<file path="src/rtl/core/fplq_pkg.sv">
// types and constants of the five level priority queue
package fplq_pkg;

	localparam int DEPTH   = 16;
	localparam int LEVELS  = 5;
	localparam int ADDR_W  = (DEPTH > 1) ? $clog2(DEPTH) : 1;
	localparam int CNT_W   = $clog2(DEPTH + 1);
	localparam int LVL_W   = $clog2(LEVELS);
	localparam int VAL_W   = 32;
	localparam int PRI_W   = 3;
	localparam int CAP_W   = 5;
	localparam int PADDR_W = 2;
	localparam int PDATA_W = 32;

	// register byte addresses
	localparam logic [PADDR_W-1:0] REG_CAPACITY = 2'd0;

	typedef enum logic [1:0] {
		OP_ENQ      = 2'd0,
		OP_DEQ_OLD  = 2'd1,
		OP_DEQ_HIGH = 2'd2,
		OP_PEEK     = 2'd3
	} op_t;

	typedef enum logic [1:0] {
		ST_OK     = 2'd0,
		ST_FULL   = 2'd1,
		ST_EMPTY  = 2'd2,
		ST_BADPRI = 2'd3
	} status_t;

	typedef enum logic [2:0] {
		S_IDLE,
		S_SCAN_RD,
		S_SCAN_CHK,
		S_MOVE_RD,
		S_MOVE_WR,
		S_FIN
	} state_t;

	typedef struct packed {
		logic [LVL_W-1:0]        level;
		logic signed [VAL_W-1:0] value;
	} entry_t;

endpackage

</file>
<file path="src/rtl/core/fplq_if.sv">
// request and response channels of the priority queue
interface fplq_in_if;
	import fplq_pkg::*;

	logic                    valid;
	logic                    ready;
	op_t                     op;
	logic signed [VAL_W-1:0] value_in;
	logic [PRI_W-1:0]        priority_in;

	modport source (output valid, output op, output value_in, output priority_in,
		input ready);
	modport sink (input valid, input op, input value_in, input priority_in,
		output ready);
endinterface

interface fplq_out_if;
	import fplq_pkg::*;

	logic                    valid;
	logic                    ready;
	logic signed [VAL_W-1:0] value_out;
	status_t                 status;
	logic [CNT_W-1:0]        occupancy;

	modport source (output valid, output value_out, output status, output occupancy,
		input ready);
	modport sink (input valid, input value_out, input status, input occupancy,
		output ready);
endinterface

</file>
<file path="src/rtl/core/fplq_ram.sv">
// generic single write port ram with registered read
module fplq_ram #(
	parameter int WIDTH = 32,
	parameter int DEPTH = 16,
	localparam int AW = (DEPTH > 1) ? $clog2(DEPTH) : 1
) (
	input  logic             clk,
	input  logic             we,
	input  logic [AW-1:0]    waddr,
	input  logic [WIDTH-1:0] wdata,
	input  logic             re,
	input  logic [AW-1:0]    raddr,
	output logic [WIDTH-1:0] rdata
);
	logic [WIDTH-1:0] mem [DEPTH];

	always_ff @(posedge clk) begin
		if (we)
			mem[waddr] <= wdata;
		if (re)
			rdata <= mem[raddr];
	end
endmodule

</file>
<file path="src/rtl/core/five_level_priority_queue.sv">
// five level priority queue: one word at a time, entries kept oldest first in one ram
// enqueue, full, bad priority and empty words pass from accept through the finish state to the output register
// dequeue oldest reads the head entry, then shifts each younger entry down in the ram
// dequeue/peek highest scans entries oldest first up to and including the match, and a dequeue
// then shifts the later entries down; next word accepted once the previous one has reached the output register
// reset clears counts, capacity and handshake state; ram contents stay undefined, no clearing pass
module five_level_priority_queue (
	input  logic                          clk,
	input  logic                          arst_n,
	fplq_in_if.sink                       req,
	fplq_out_if.source                    rsp,
	input  logic                          psel,
	input  logic                          penable,
	input  logic                          pwrite,
	input  logic [fplq_pkg::PADDR_W-1:0]  paddr,
	input  logic [fplq_pkg::PDATA_W-1:0]  pwdata,
	output logic [fplq_pkg::PDATA_W-1:0]  prdata,
	output logic                          pready
);
	import fplq_pkg::*;

	state_t state_q, state_d;

	logic [CNT_W-1:0]        count_q;
	logic [CNT_W-1:0]        lvl_cnt_q [LEVELS];
	logic [CAP_W-1:0]        cap_q;
	logic [ADDR_W-1:0]       idx_q;
	op_t                     op_q;
	logic [LVL_W-1:0]        target_q;
	logic signed [VAL_W-1:0] res_value_q;
	status_t                 res_status_q;
	logic                    out_valid_q;
	logic signed [VAL_W-1:0] out_value_q;
	status_t                 out_status_q;
	logic [CNT_W-1:0]        out_occ_q;

	logic             accept;
	logic             full;
	logic             bad_pri;
	logic             enq_ok;
	logic             hi_any;
	logic [LVL_W-1:0] hi_lvl;
	logic             match;
	logic             more_scan;
	logic             more_move;
	logic             out_free;
	logic             cfg_wr;

	logic              ram_we;
	logic [ADDR_W-1:0] ram_waddr;
	entry_t            ram_wdata;
	logic              ram_re;
	logic [ADDR_W-1:0] ram_raddr;
	entry_t            ram_rdata;

	fplq_ram #(
		.WIDTH($bits(entry_t)),
		.DEPTH(DEPTH)
	) u_store (
		.clk  (clk),
		.we   (ram_we),
		.waddr(ram_waddr),
		.wdata(ram_wdata),
		.re   (ram_re),
		.raddr(ram_raddr),
		.rdata(ram_rdata)
	);

	// configuration port
	assign pready = 1'b1;
	assign cfg_wr = psel && penable && pwrite && paddr == REG_CAPACITY;
	assign prdata = PDATA_W'(cap_q);

	always_ff @(posedge clk or negedge arst_n) begin
		if (!arst_n)
			cap_q <= '0;
		else if (cfg_wr)
			cap_q <= pwdata[CAP_W-1:0];
	end

	// full check against limit, zero or oversize limit means the store depth
	always_comb begin
		if (cap_q == '0 || 32'(cap_q) > DEPTH)
			full = 32'(count_q) >= DEPTH;
		else
			full = count_q >= CNT_W'(cap_q);
	end

	assign bad_pri = 32'(req.priority_in) >= LEVELS;
	assign accept  = req.valid && req.ready;
	assign enq_ok  = accept && req.op == OP_ENQ && !full && !bad_pri;

	// highest non-empty level, upper levels win
	always_comb begin
		hi_any = 1'b0;
		hi_lvl = '0;
		for (int l = 0; l < LEVELS; l++) begin
			if (lvl_cnt_q[l] != '0) begin
				hi_any = 1'b1;
				hi_lvl = LVL_W'(l);
			end
		end
	end

	assign match     = (op_q == OP_DEQ_OLD) || (ram_rdata.level == target_q);
	assign more_scan = (CNT_W'(idx_q) + CNT_W'(1)) < count_q;
	assign more_move = (CNT_W'(idx_q) + CNT_W'(1)) < count_q;
	assign out_free  = !out_valid_q || rsp.ready;

	always_ff @(posedge clk or negedge arst_n) begin
		if (!arst_n)
			state_q <= S_IDLE;
		else
			state_q <= state_d;
	end

	always_comb begin
		state_d   = state_q;
		req.ready = 1'b0;
		ram_we    = 1'b0;
		ram_waddr = count_q[ADDR_W-1:0];
		ram_wdata = '{level: LVL_W'(req.priority_in), value: req.value_in};
		ram_re    = 1'b0;
		ram_raddr = idx_q;
		unique case (state_q)
			S_IDLE: begin
				req.ready = 1'b1;
				ram_we    = enq_ok;
				if (req.valid) begin
					if (req.op == OP_ENQ || count_q == '0)
						state_d = S_FIN;
					else if (req.op == OP_DEQ_OLD || hi_any)
						state_d = S_SCAN_RD;
					else
						state_d = S_FIN;
				end
			end
			S_SCAN_RD: begin
				ram_re  = 1'b1;
				state_d = S_SCAN_CHK;
			end
			S_SCAN_CHK: begin
				if (match) begin
					if (op_q != OP_PEEK && more_move)
						state_d = S_MOVE_RD;
					else
						state_d = S_FIN;
				end else if (more_scan) begin
					state_d = S_SCAN_RD;
				end else begin
					state_d = S_FIN;
				end
			end
			S_MOVE_RD: begin
				ram_re    = 1'b1;
				ram_raddr = idx_q + ADDR_W'(1);
				state_d   = S_MOVE_WR;
			end
			S_MOVE_WR: begin
				ram_we    = 1'b1;
				ram_waddr = idx_q;
				ram_wdata = ram_rdata;
				// count already holds the reduced size here
				if ((CNT_W'(idx_q) + CNT_W'(2)) < (count_q + CNT_W'(1)))
					state_d = S_MOVE_RD;
				else
					state_d = S_FIN;
			end
			S_FIN: begin
				if (out_free)
					state_d = S_IDLE;
			end
			default: state_d = S_IDLE;
		endcase
	end

	// queue bookkeeping
	always_ff @(posedge clk or negedge arst_n) begin
		if (!arst_n) begin
			count_q <= '0;
			for (int l = 0; l < LEVELS; l++)
				lvl_cnt_q[l] <= '0;
		end else if (enq_ok) begin
			count_q <= count_q + CNT_W'(1);
			lvl_cnt_q[LVL_W'(req.priority_in)] <=
				lvl_cnt_q[LVL_W'(req.priority_in)] + CNT_W'(1);
		end else if (state_q == S_SCAN_CHK && match && op_q != OP_PEEK) begin
			count_q <= count_q - CNT_W'(1);
			lvl_cnt_q[ram_rdata.level] <= lvl_cnt_q[ram_rdata.level] - CNT_W'(1);
		end
	end

	// per-word working registers
	always_ff @(posedge clk) begin
		case (state_q)
			S_IDLE: begin
				if (accept) begin
					op_q        <= req.op;
					target_q    <= hi_lvl;
					idx_q       <= '0;
					res_value_q <= '0;
					if (req.op == OP_ENQ)
						res_status_q <= full ? ST_FULL : (bad_pri ? ST_BADPRI : ST_OK);
					else if (count_q == '0 || (req.op != OP_DEQ_OLD && !hi_any))
						res_status_q <= ST_EMPTY;
					else
						res_status_q <= ST_OK;
				end
			end
			S_SCAN_CHK: begin
				if (match)
					res_value_q <= ram_rdata.value;
				else if (more_scan)
					idx_q <= idx_q + ADDR_W'(1);
				else
					res_status_q <= ST_EMPTY;
			end
			S_MOVE_WR: begin
				idx_q <= idx_q + ADDR_W'(1);
			end
			default: ;
		endcase
	end

	// output register
	always_ff @(posedge clk or negedge arst_n) begin
		if (!arst_n)
			out_valid_q <= 1'b0;
		else if (state_q == S_FIN && out_free)
			out_valid_q <= 1'b1;
		else if (rsp.ready)
			out_valid_q <= 1'b0;
	end

	always_ff @(posedge clk) begin
		if (state_q == S_FIN && out_free) begin
			out_value_q  <= res_value_q;
			out_status_q <= res_status_q;
			out_occ_q    <= count_q;
		end
	end

	assign rsp.valid     = out_valid_q;
	assign rsp.value_out = out_value_q;
	assign rsp.status    = out_status_q;
	assign rsp.occupancy = out_occ_q;
endmodule

</file>
<file path="src/flat_wrapper.sv">
// flat-port wrapper written by rule: the top's interface ports become plain ports
module five_level_priority_queue_flat import fplq_pkg::*;
  (clk, arst_n, psel, penable, pwrite, paddr, pwdata, prdata, pready, req_valid, req_op, req_value_in, req_priority_in, req_ready, rsp_valid, rsp_value_out, rsp_status, rsp_occupancy, rsp_ready);
  fplq_in_if req_i ();
  fplq_out_if rsp_i ();
  input  logic clk;
  input  logic arst_n;
  input  logic psel;
  input  logic penable;
  input  logic pwrite;
  input  logic [fplq_pkg::PADDR_W-1:0] paddr;
  input  logic [fplq_pkg::PDATA_W-1:0] pwdata;
  output logic [fplq_pkg::PDATA_W-1:0] prdata;
  output logic pready;
  input wire logic [$bits(req_i.valid)-1:0] req_valid;
  input wire logic [$bits(req_i.op)-1:0] req_op;
  input wire logic [$bits(req_i.value_in)-1:0] req_value_in;
  input wire logic [$bits(req_i.priority_in)-1:0] req_priority_in;
  output wire logic [$bits(req_i.ready)-1:0] req_ready;
  output wire logic [$bits(rsp_i.valid)-1:0] rsp_valid;
  output wire logic [$bits(rsp_i.value_out)-1:0] rsp_value_out;
  output wire logic [$bits(rsp_i.status)-1:0] rsp_status;
  output wire logic [$bits(rsp_i.occupancy)-1:0] rsp_occupancy;
  input wire logic [$bits(rsp_i.ready)-1:0] rsp_ready;
  assign req_i.valid = req_valid;
  assign req_i.op = req_op;
  assign req_i.value_in = req_value_in;
  assign req_i.priority_in = req_priority_in;
  assign req_ready = req_i.ready;
  assign rsp_valid = rsp_i.valid;
  assign rsp_value_out = rsp_i.value_out;
  assign rsp_status = rsp_i.status;
  assign rsp_occupancy = rsp_i.occupancy;
  assign rsp_i.ready = rsp_ready;
  five_level_priority_queue u_core (.clk(clk), .arst_n(arst_n), .req(req_i), .rsp(rsp_i), .psel(psel), .penable(penable), .pwrite(pwrite), .paddr(paddr), .pwdata(pwdata), .prdata(prdata), .pready(pready));
endmodule
</file>
<file path="config.mk">
export PLATFORM = sky130hd
export DESIGN_NAME = five_level_priority_queue_flat
export DESIGN_NICKNAME = d
export VERILOG_FILES = /design/src/rtl/core/fplq_pkg.sv /design/src/rtl/core/fplq_if.sv /design/src/rtl/core/fplq_ram.sv /design/src/rtl/core/five_level_priority_queue.sv /design/src/flat_wrapper.sv
export SDC_FILE = /design/constraint.sdc
export NUM_CORES = 1
export LEC_CHECK = 0
export ABC_AREA = 1
export BUFFER_PORTS_ARGS = -buffer_cell sky130_fd_sc_hd__buf_2
export CAP_MARGIN = 20
export CORE_ASPECT_RATIO = 0.75
export CORE_MARGIN = 3
export CORE_UTILIZATION = 55
export DETAILED_ROUTE_END_ITERATION = 7
export GPL_TIMING_DRIVEN = 0
export HOLD_SLACK_MARGIN = 0.06
export PLACE_DENSITY = 0.73
export SYNTH_ARGS = -nofsm -noshare
export SYNTH_HDL_FRONTEND = slang
export SYNTH_SLANG_ARGS = --single-unit
</file>
<file path="constraint.sdc">
create_clock -name clk -period 4.4 [get_ports clk]
set_input_delay 0.88 -clock clk [delete_from_list [all_inputs] [get_ports clk]]
set_output_delay 0.88 -clock clk [all_outputs]
set_load 0.05 [all_outputs]
</file>
# After elaboration in Yosys (flattened, before gate mapping)
# Memory sizes are Yosys's and may differ from the RTL's. A register that Yosys moved wholly into a read port is not among the register bits.
# Cells that the tools add are included.
# word_totals
ff_bits,121
mem_bits_rw,560
in_bits,78
output_inout_bits,74
wordCells,157
n_memories,1
# mem_list
name,words,word_bits,rd,rd_ports_with_merged_regs,write_ports,line_no,text
u_core.u_store.mem,16,35,1,1,1,fplq_ram.sv:15,logic [WIDTH-1:0] mem [DEPTH];
# classes
n_addsub,7
n_lt_le_gt_ge,10
n_eq_ne,17
mux,59
n_bitwise,2
n_reduce_logical,44
# op_table
operator,n
$mux W32,2
$pmux W32 S2,1
$bwmux W25,2
$mux W25,2
$mux W5,8
$mux W35,1
$bmux W5 S3,2
$demux W5 S3,2
$reduce_bool A5 Y1,5
$mux W3,8
$mux W4,5
$mux W2,9
$pmux W3 S6,1
$logic_and A1 B1 Y1,14
$mux W1,13
$pmux W4 S3,1
$add A5 B1 Y5 const B,2
$logic_not A5 Y1,2
$lt A5 B5 Y1,2
$ne A2 B1 Y1 const B,5
$sub A5 B1 Y5 const B,2
$ge A4 B4 Y1 const B,2
$lt A4 B1 Y1 const B,2
$ne A2 B2 Y1 const B,4
25 further kinds,42

# Longest topological paths before layout
# Gate-level depths: netlist of run 1.
# logic_depth
depth_word,13
depth_mapped,16
mapped_depth_nobuf,16

# Hierarchy
# From an unflattened synthesis of run 1, not the netlist that was laid out.
# unflattened
cells_unflattened,3215
hier_area_um2,32271.0
# modules_own_cells
module,n_inst,cells_each,area_each_um2,seq_area_each_um2
fplq_ram,1,2315,24956.4,17867.1
five_level_priority_queue,1,900,7314.5,3438.3

# Least setup slack after synthesis of run 1
# OpenSTA, ideal clock, no wires.
# synth_timing
path_type,register to register
start,register u_core.cap_q[4]
end,"memory u_core.u_store.mem[12][0] in the netlist's numbering, enable pin"
setup_ns,0.427
arrival_ns,3.396
path_slack_ns,0.576
path_stages_with_launch,12
path_buffers,0
period_less_slack_ns,3.824
cell_sequence,dfrtp_1 > inv_1 > ha_1 > nand2_1 > inv_1 > nand2_1 > nand3_1 > nand2_1 > nand4_4 > nand2_1 > nand3_1 > nor2_1
# synth_via
elab_chain_cells,9
# synth_rtl
element,line_no,text
"start, declared",five_level_priority_queue.sv:26,logic [CAP_W-1:0] cap_q;
"start signal, assigned",five_level_priority_queue.sv:78,cap_q <= pwdata[CAP_W-1:0];
$gt A5 B5 Y1 or $logic_not A5 Y1 (tied branches),five_level_priority_queue.sv:83,if (cap_q == '0 || 32'(cap_q) > DEPTH)
$logic_or A1 B1 Y1,five_level_priority_queue.sv:83,
$mux W1 *,five_level_priority_queue.sv:83,
$logic_not A1 Y1 *,five_level_priority_queue.sv:91,assign enq_ok = accept && req.op == OP_ENQ && !full && !bad_pri;
$logic_and A1 B1 Y1 * (2 in a row),five_level_priority_queue.sv:91,
$pmux W1 S2 *,five_level_priority_queue.sv:125,unique case (state_q)
$mux W1 *,fplq_ram.sv:18,if (we)
$mux W1 (implied by the code) *,fplq_ram.sv:19,mem[waddr] <= wdata;
"end, declared",fplq_ram.sv:15,
# Mark *: on every way between the ends. The rest lies on a longest branch, timed or not.

# Worst setup path after layout of run 1
# layout_timing
start,register u_core.count_q[0]
end,"memory u_core.u_store.mem[5][18] in the netlist's numbering, enable pin"
# layout_via
elab_chain_cells,8
# layout_rtl
element,line_no,text
"start, declared",five_level_priority_queue.sv:24,logic [CNT_W-1:0] count_q;
"start signal, assigned",five_level_priority_queue.sv:184,count_q <= count_q + CNT_W'(1);
"start signal, assigned",five_level_priority_queue.sv:188,count_q <= count_q - CNT_W'(1);
"$ge A5 B5 Y1, on equally long branches","five_level_priority_queue.sv:86, five_level_priority_queue.sv:84",
$mux W1,five_level_priority_queue.sv:83,
$logic_not A1 Y1,five_level_priority_queue.sv:91,
$logic_and A1 B1 Y1 (2 in a row),five_level_priority_queue.sv:91,
$pmux W1 S2,five_level_priority_queue.sv:125,
$mux W1,fplq_ram.sv:18,
$mux W1 (implied by the code),fplq_ram.sv:19,
# Several ways; a longest one is shown, not always the timed one.

==> out/metrics.yaml, run 1 <==
status:
  run_status: "finished, final reports clean"
layout:
  post_route_cells_drive_above_1_share_pct: 14.86
  final_layout_fill_cell_count: 4008
  finalCoreUtilization_pct: 64.07
  nNetsFinal: 2975
  area_growth_syn_to_layout_pct: 14.47
  multi_input_comb_area_um2: 7655
  final_design_area_no_fill_um2: 35060
  ff_latch_area_um2: 21310
  n_antenna_cell: 0
clock_tree:
  ctsRootBufferMaster: "sky130_fd_sc_hd__clkbuf_16"
  worst_setup_hold_path_clk_slew_ns: 0.07
  clock_insertion_delay_at_the_later_pin_of_the_skew_report_ns: 0.62
  ctsHoldBuffers: 0
  clock_sink_total: 716
  cts_post_setup_buffers_inserted: 0
  ctsHtreeMaxLevel: 3
  cts_buffer_depth: 3
  tritoncts.num_buffers: 70
  cts_resized: 0
  tritoncts: "yes"
synthesis:
  post_synth_fa_ha_maj_area_fraction_pct: 0.7761
  yosys.area_share.simple_pct: 14.40
  largest_family_of_logic_cells_by_synthesized_area: "simple AND/OR/NAND/NOR gates"
  synth-edff-count: 677
  synth_area_leader_cell: "sky130_fd_sc_hd__edfxtp_1"
  post_synth_mux_area_share_pct: 0.03676
  postSynthRegisterBits: 716
  synth-async-reset-ratio_pct: 5.447
  synth.top_cells.by_count: "sky130_fd_sc_hd__edfxtp_1, sky130_fd_sc_hd__nand2_1, sky130_fd_sc_hd__nor2_1"
  synthCells: 2633
  synth_warnings: 0
  avgSynthCellArea_um2: 11.63
  yosysSeqAreaShare_pct: 69.56
  dominantRegCellSynth: "sky130_fd_sc_hd__edfxtp_1"
  netlist.area_leader.share_pct: 66.37
  synth_xor_area_share_pct: 0.3717
  synthDistinctLibCells: 37
  post_synth_design_cell_area_um2: 30630
  synth.most_common_cell: "sky130_fd_sc_hd__edfxtp_1"
  synth_compound_gate_area_share_pct: 8.636
  netlist_top_cells_area: "sky130_fd_sc_hd__edfxtp_1, sky130_fd_sc_hd__nand2_1, sky130_fd_sc_hd__o211ai_1"
timing:
  finalSetupTns_ns: 0
  hold_viol_final: 0
  final.period_utilization_pct: 76.58
  finalClockSkew_ns: 0.01947
  setup_viol: 0
  max_clock_freq_ghz: 0.2968
  timing_worst_slew_pin_value_ns: 0.9578
  timing.max_slew.rel_slack_pct: 36.15
  final_max_slew_viol_count: 0
  final_ws_setup_ns: 1.030
  rsz0062_at_grt: "no"
  timing.final.crit_period_ns: 3.370
global_route:
  antenna_found_initial: 1
  gr-max-usage-layer: "met2"
  maximum_number_of_pins_on_one_net_before_global_route_repair: 40
  grt_util_met3_pct: 5.913
  grt_first_pass_wirelength_um: 117800
  first_global_vias: 20640
  global_route.overflow_total: 0
  tot_gr_track_use_pct: 26.41
  grt_use_met1_pct: 37.23
  grt_util_met2_pct: 40.75
setup_path:
  worst_path_arrival_ns: 3.67
  crit_required_ns: 4.70
  regToRegEndpoint: "u_core.u_store.mem[5][18]"
  worst_setup_path_startpoint: "u_core.count_q[0]"
  r2r_slack_ns: 1.03
  worst-path-max-fanout: 21
  critPathLaunchType: "flop"
  timing_worst_setup_path_type: "reg -> reg"
  worst_r2r_startpoint: "u_core.count_q[0]"
  cp-end-kind: "flop"
  rr_worst_depth: 12
placed_design:
  io_buffer_count: 93
  placement_stage_worst_setup_slack_ns: 0.9210
  hpwlAfterDp_um: 53370
  place_area_um2: 32900
  gpl.final_weighted_congestion: 0.9154
floorplanning:
  pin_count: 152
  start_util_pct: 55.97
  design.core.area_um2: 54720
  chipWidth_um: 278.5
  placementRows: 74
  fp.dieArea_um2: 58590
  chipHeight_um: 210.4
routing:
  drt_pass_1_iters: 6
  drt_wl_total_um: 76850
  detail-route-antenna-nets: 0
  drcViolationCount: 0
  detail_route.iter0.violations: 2436
  via_count: 21040
  routedWlPerCell_um: 21.02
  vias_per_cell: 5.755
run:
  drv_cap: 0
min_path:
  min_to: "u_core.rsp.value_out[10]"
  hold_depth: 0
  min-delay-path-class: "reg -> reg"
  min-delay-start: "u_core.res_value_q[10]"
pwr:
  power_per_cell_area_nw_per_um2: 721.5
  p_sw_share_pct: 40.53
  seqPwrFrac_pct: 37.0
  internal-power_uw: 15040
  share_comb_of_total_power_pct: 40.7
  peak_supply_drop_mv: 0.4079
  total_switching_power_uw: 10250
  leakagePower_uw: 0.01354
  p_clk_share_pct: 22.3
stage by stage:
stage,hold WS (ns),power [uW],std cells
floorplan,0.4003,15920,2659
global placement,0.4002,18920,3474
detailed placement,0.4045,19580,3528
CTS,0.4156,25240,3656
global route,0.4234,26700,3656
finish,0.4120,25300,3656
cells in the final DEF, fill, tap and decap left out, types with 3 or more instances in the layout:
cell type and count:
sky130_fd_sc_hd__a21oi_1 11, sky130_fd_sc_hd__buf_12 19, sky130_fd_sc_hd__buf_2 166, sky130_fd_sc_hd__buf_4 76, sky130_fd_sc_hd__buf_6 12, sky130_fd_sc_hd__clkbuf_1 49, sky130_fd_sc_hd__clkbuf_16 70, sky130_fd_sc_hd__clkinv_1 14
sky130_fd_sc_hd__clkinv_2 8, sky130_fd_sc_hd__clkinv_4 3, sky130_fd_sc_hd__clkinv_8 3, sky130_fd_sc_hd__clkinvlp_4 6, sky130_fd_sc_hd__conb_1 28, sky130_fd_sc_hd__dfrtp_1 39, sky130_fd_sc_hd__edfxtp_1 677, sky130_fd_sc_hd__ha_1 19
sky130_fd_sc_hd__inv_1 251, sky130_fd_sc_hd__inv_2 13, sky130_fd_sc_hd__inv_6 3, sky130_fd_sc_hd__nand2_1 442, sky130_fd_sc_hd__nand2_2 12, sky130_fd_sc_hd__nand2_4 4, sky130_fd_sc_hd__nand3_1 220, sky130_fd_sc_hd__nand4_1 17
sky130_fd_sc_hd__nor2_1 298, sky130_fd_sc_hd__nor2_4 24, sky130_fd_sc_hd__nor3_1 8, sky130_fd_sc_hd__nor4_1 3, sky130_fd_sc_hd__o211ai_1 212, sky130_fd_sc_hd__o21ai_0 88, sky130_fd_sc_hd__o21ai_1 103, sky130_fd_sc_hd__o21ai_2 3
sky130_fd_sc_hd__or2_2 3, sky130_fd_sc_hd__xnor2_1 5, sky130_fd_sc_hd__xor2_1 8
power groups by stage:
| stage | combinational, uW | sequential (uW) | clock, uW |
|---|---|---|---|
| 2_1_floorplan | 6300 | 9620 | 0 |
| 3_3_place_gp | 9370 | 9550 | 0 |
| 3_5_place_dp | 10100 | 9480 | 0 |
| 4_1_cts | 10200 | 9340 | 5720 |
| 5_1_grt | 11300 | 9410 | 6020 |
| 6_report | 10300 | 9350 | 5650 |
worst max-delay path, cell delays in order (launching register included):
cell and delay, ns:
sky130_fd_sc_hd__dfrtp_1 0.48, sky130_fd_sc_hd__inv_1 0.19, sky130_fd_sc_hd__ha_1 0.30, sky130_fd_sc_hd__inv_1 0.05
sky130_fd_sc_hd__nand2_1 0.05, sky130_fd_sc_hd__nand2_1 0.07, sky130_fd_sc_hd__nand3_1 0.07, sky130_fd_sc_hd__nand2_1 0.17
sky130_fd_sc_hd__nand4_4 0.23, sky130_fd_sc_hd__nand2_1 0.21, sky130_fd_sc_hd__nand3_1 0.36, sky130_fd_sc_hd__nor2_4 0.57
sky130_fd_sc_hd__buf_12 0.27
routing by layer:
layer / vias to the layer above / part of all wire, %
met2: 1053 / 45
met5: - / 0
met3: 158 / 9.9
li1: 9669 / -
met4: 0 / 3.5
met1: 10160 / 41
kinds of logic after synthesis:
logic type | after synthesis
and+or+nand+nor | 1038
other | 2
buffers and inverters | 425
DFF | 716
muxes | 1
xor gates and xnor gates | 13
AOI/OAI and AO/OA | 419
adders and majority gates | 19
how the worst max path moves through the flow:
stage | cells after the start | to
5_1_grt | 12 | u_core.u_store.mem[4][14]
2_1_floorplan | 11 | u_core.u_store.mem[12][0]
3_3_place_gp | 8 | u_core.u_store.mem[2][17]
3_5_place_dp | 9 | u_core.u_store.mem[4][14]
4_1_cts | 12 | u_core.u_store.mem[5][12]
6_report | 12 | u_core.u_store.mem[5][18]
area by class of cell:
type / count / area share [%]
tap: 722 / 2.577
sequential: 716 / 60.77
multi-input combinational: 1518 / 21.83
buffer: 160 / 2.573
timing repair buffer: 147 / 3.258
clock inverter: 39 / 0.8993
inverter: 265 / 2.837
clock buffer: 89 / 5.257
state kept, by name, indices dropped and copies added (netlist names):
name	flops
u_core.cap_q	5
u_core.rsp.value_out	32
u_core.rsp.occupancy	5
u_core.rsp.valid	1
u_core.idx_q	4
u_core.op_q	2
u_core.u_store.mem	560
u_core.u_store.rdata	35
u_core.res_value_q	32
u_core.count_q	5
u_core.res_status_q	2
u_core.target_q	3
u_core.state_q	3
u_core.rsp.status	2
u_core.lvl_cnt_q	25
Power figures use the tool's default switching activity.
==> inputs of run 2 (changes only) <==
ABC_AREA = 0   (was 1)
clock period = 3.1 ns   (was 4.4 ns; I/O delays follow)
==> run 2 against run 1 <==
Against the previous run: the run now ends with negative setup slack left; critical path depth stayed put; first-iteration DRC count is 7.8% lower; clock skew up 0.0022 ns; sequential share of layout area rose by 1.1 points.
==> out/metrics.yaml, run 2 <==
layout:
  most_frequent_standard_cell_in_the_layout_excluding_fill_and_tap_cells: "sky130_fd_sc_hd__edfxtp_1"
  finalCoreUtilization_pct: 66.31
  top_register: "u_core.u_store.mem"
  most-common-layout-cells: "sky130_fd_sc_hd__edfxtp_1, sky130_fd_sc_hd__nand2_1, sky130_fd_sc_hd__mux4_2"
  n_antenna_cell: 0
  area_growth_syn_to_layout_pct: 18.24
  layout_top_registers: "u_core.u_store.mem x560, u_core.u_store.rdata x35"
  largest_register_ffs: 560
  post_route_cells_drive_above_1_share_pct: 29.00
  nNetsFinal: 2029
  finish.cell_count_without_fillers: 2686
  final_layout_fill_cell_count: 3435
min_path:
  min-delay-path-class: "in -> reg"
  min-delay-start: "pwdata[3]"
  hold_depth: 2
  min_to: "u_core.cap_q[3]"
global_route:
  grt_util_met3_pct: 9.583
  gr-max-usage-layer: "met1"
  grt_use_met1_pct: 40.68
  maximum_number_of_pins_on_one_net_before_global_route_repair: 40
  grt_first_pass_wirelength_um: 109900
  first_global_vias: 16350
  antenna_found_initial: 1
  grt_util_met2_pct: 39.63
  global_route.overflow_total: 0
  tot_gr_track_use_pct: 27.44
floorplanning:
  fp.dieArea_um2: 55830
  chipHeight_um: 205.4
  pin_count: 152
  placementRows: 72
  chipWidth_um: 271.8
  start_util_pct: 56.08
  design.core.area_um2: 51980
setup_path:
  cpLargestDelayFamily: "compound AO/OA/AOI/OAI gates"
  regToRegEndpoint: "u_core.u_store.mem[12][29]"
  rr_worst_depth: 12
  worst-path-max-fanout: 6
  worst_path_arrival_ns: 3.44
  critical-path-top-cell-by-count: "sky130_fd_sc_hd__buf_12"
  worst_path_max_delay_cell: "sky130_fd_sc_hd__a2111oi_4"
  cpPeakStageDelay_ns: 0.44
  critical_path_cell_by_cell: "ha_1, nand2b_1, a31oi_1, o21ai_2, a2111oi_4, o21a_2, buf_6, a21bo_4, buf_12, nor2_4, buf_12, clkbuf_16"
  crit_required_ns: 3.42
  timing_worst_setup_path_type: "reg -> reg"
  worst_r2r_startpoint: "u_core.cap_q[0]"
  r2r_slack_ns: -0.02
  critPathLaunchType: "flop"
  cp-end-kind: "flop"
  cp_num_buf_inv: 4
synthesis:
  synth-async-reset-ratio_pct: 5.447
  netlist_top_cells_area: "sky130_fd_sc_hd__edfxtp_1, sky130_fd_sc_hd__mux4_2, sky130_fd_sc_hd__dfrtp_1"
  post_synth_design_cell_area_um2: 29150
  postSynthRegisterBits: 716
  synth_warnings: 0
  synthCells: 1661
  yosysSeqAreaShare_pct: 73.09
  synth.most_common_cell: "sky130_fd_sc_hd__edfxtp_1"
  synth-edff-count: 677
  dominantRegCellSynth: "sky130_fd_sc_hd__edfxtp_1"
  avgSynthCellArea_um2: 17.55
  netlist.area_leader.share_pct: 69.74
  synth_area_leader_cell: "sky130_fd_sc_hd__edfxtp_1"
  synthDistinctLibCells: 64
  synth.top_cells.by_count: "sky130_fd_sc_hd__edfxtp_1, sky130_fd_sc_hd__nand2_1, sky130_fd_sc_hd__mux4_2"
routing:
  drcViolationCount: 0
  detail_route.iter0.violations: 2245
  routedWlPerCell_um: 28.71
  vias_per_cell: 6.298
  drt_pass_1_iters: 5
  detail-route-antenna-nets: 0
  drt_wl_total_um: 77120
  via_count: 16920
clock_tree:
  clock_insertion_delay_at_the_later_pin_of_the_skew_report_ns: 0.62
  ctsHtreeMaxLevel: 3
  tritoncts: "yes"
  clock_sink_total: 716
  tritoncts.num_buffers: 69
  worst_setup_hold_path_clk_slew_ns: 0.06
  ctsRootBufferMaster: "sky130_fd_sc_hd__clkbuf_16"
  cts_buffer_depth: 3
status:
  failed_checks: "negative setup slack"
  run_status: "complete, but fails checks"
timing:
  final.period_utilization_pct: 100.5
  finalClockSkew_ns: 0.02169
  timing.final.crit_period_ns: 3.116
  hold_viol_final: 0
  whs_ns: 0.2326
  finalSetupTns_ns: -0.1059
  setup_viol: 9
  timing_worst_slew_pin_value_ns: 1.142
  max_clock_freq_ghz: 0.3209
  final_ws_setup_ns: -0.01608
  rsz0062_at_grt: "yes"
  final_max_slew_viol_count: 0
  timing.max_slew.rel_slack_pct: 23.52
pwr:
  total_power_consumption_of_the_routed_design_uw: 34220
  peak_supply_drop_mv: 0.6713
  leakagePower_uw: 0.01189
  power_per_cell_area_nw_per_um2: 992.8
placed_design:
  hpwlAfterDp_um: 47780
  io_buffer_count: 94
  gpl.final_weighted_congestion: 0.9039
  place.detailed.instances: 2507
run:
  drv_cap: 0
[run 2: power by group]
part	leakage [uW]	internal (uW)	total, uW	switching, uW
sequential	0.00661	12500	13200	685
clock	0.00101	4320	7910	3580
combinational	0.00426	5130	13100	7960
[run 2: worst max path at each step]
stage	from	end	slack (ns)	depth (start not counted)
2_1_floorplan	req_valid	u_core.u_store.mem[8][0]	-0.34	7
3_3_place_gp	u_core.state_q[0]	u_core.res_value_q[10]	-2.06	4
3_5_place_dp	u_core.state_q[0]	u_core.u_store.rdata[20]	-1.50	8
4_1_cts	u_core.idx_q[0]	u_core.idx_q[0]	0.005	9
5_1_grt	u_core.count_q[2]	u_core.u_store.mem[12][30]	-0.07	12
6_report	u_core.cap_q[0]	u_core.u_store.mem[12][29]	-0.02	12
[run 2: cell families after synthesis]
family / synth area share, %
other cells: 0.02576
simple gates: 6.700
xor+xnor: 0.7168
compound gates: 4.357
flops: 73.09
fa+ha+maj: 0.8156
mux: 11.83
buf+inv: 2.468
[run 2: timing repair]
| item | 4_1_cts | 5_1_grt |
|---|---|---|
| endpoints found under the setup margin | 1083 | 920 |
| resized for setup | 54 | 60 |
| endpoints found under the hold margin | 0 | 13 |
| hold buffers | 0 | 1 |
| buffers inserted | 39 | 11 |
| gates cloned | 4 | 5 |
| pin swaps | 23 | 13 |
[run 2: layout make-up]
class | instances | area, um^2 | area share, %
clock buffers | 87 | 1837 | 5.329
inverters | 22 | 85.08 | 0.2469
multi-input cells | 835 | 7600 | 22.05
well taps | 703 | 879.6 | 2.552
plain buffers | 110 | 726.9 | 2.109
clock inverters | 35 | 247.7 | 0.7188
flip-flops and latches | 716 | 21310 | 61.84
repair buffers | 178 | 1775 | 5.151
[run 2: layer usage]
layer / up-vias / part of all wire [%]
met2: 1056 / 45
li1: 7085 / -
met3: 113 / 12
met1: 8662 / 41
met5: - / 0
met4: 0 / 1.8
[run 2: stage by stage]
stage	area (um^2)	setup WS, ns
floorplan	29340	-0.3376
global placement	30690	-2.062
detailed placement	31150	-1.495
CTS	34010	0.005228
global route	34470	-0.06637
finish	34470	-0.01608
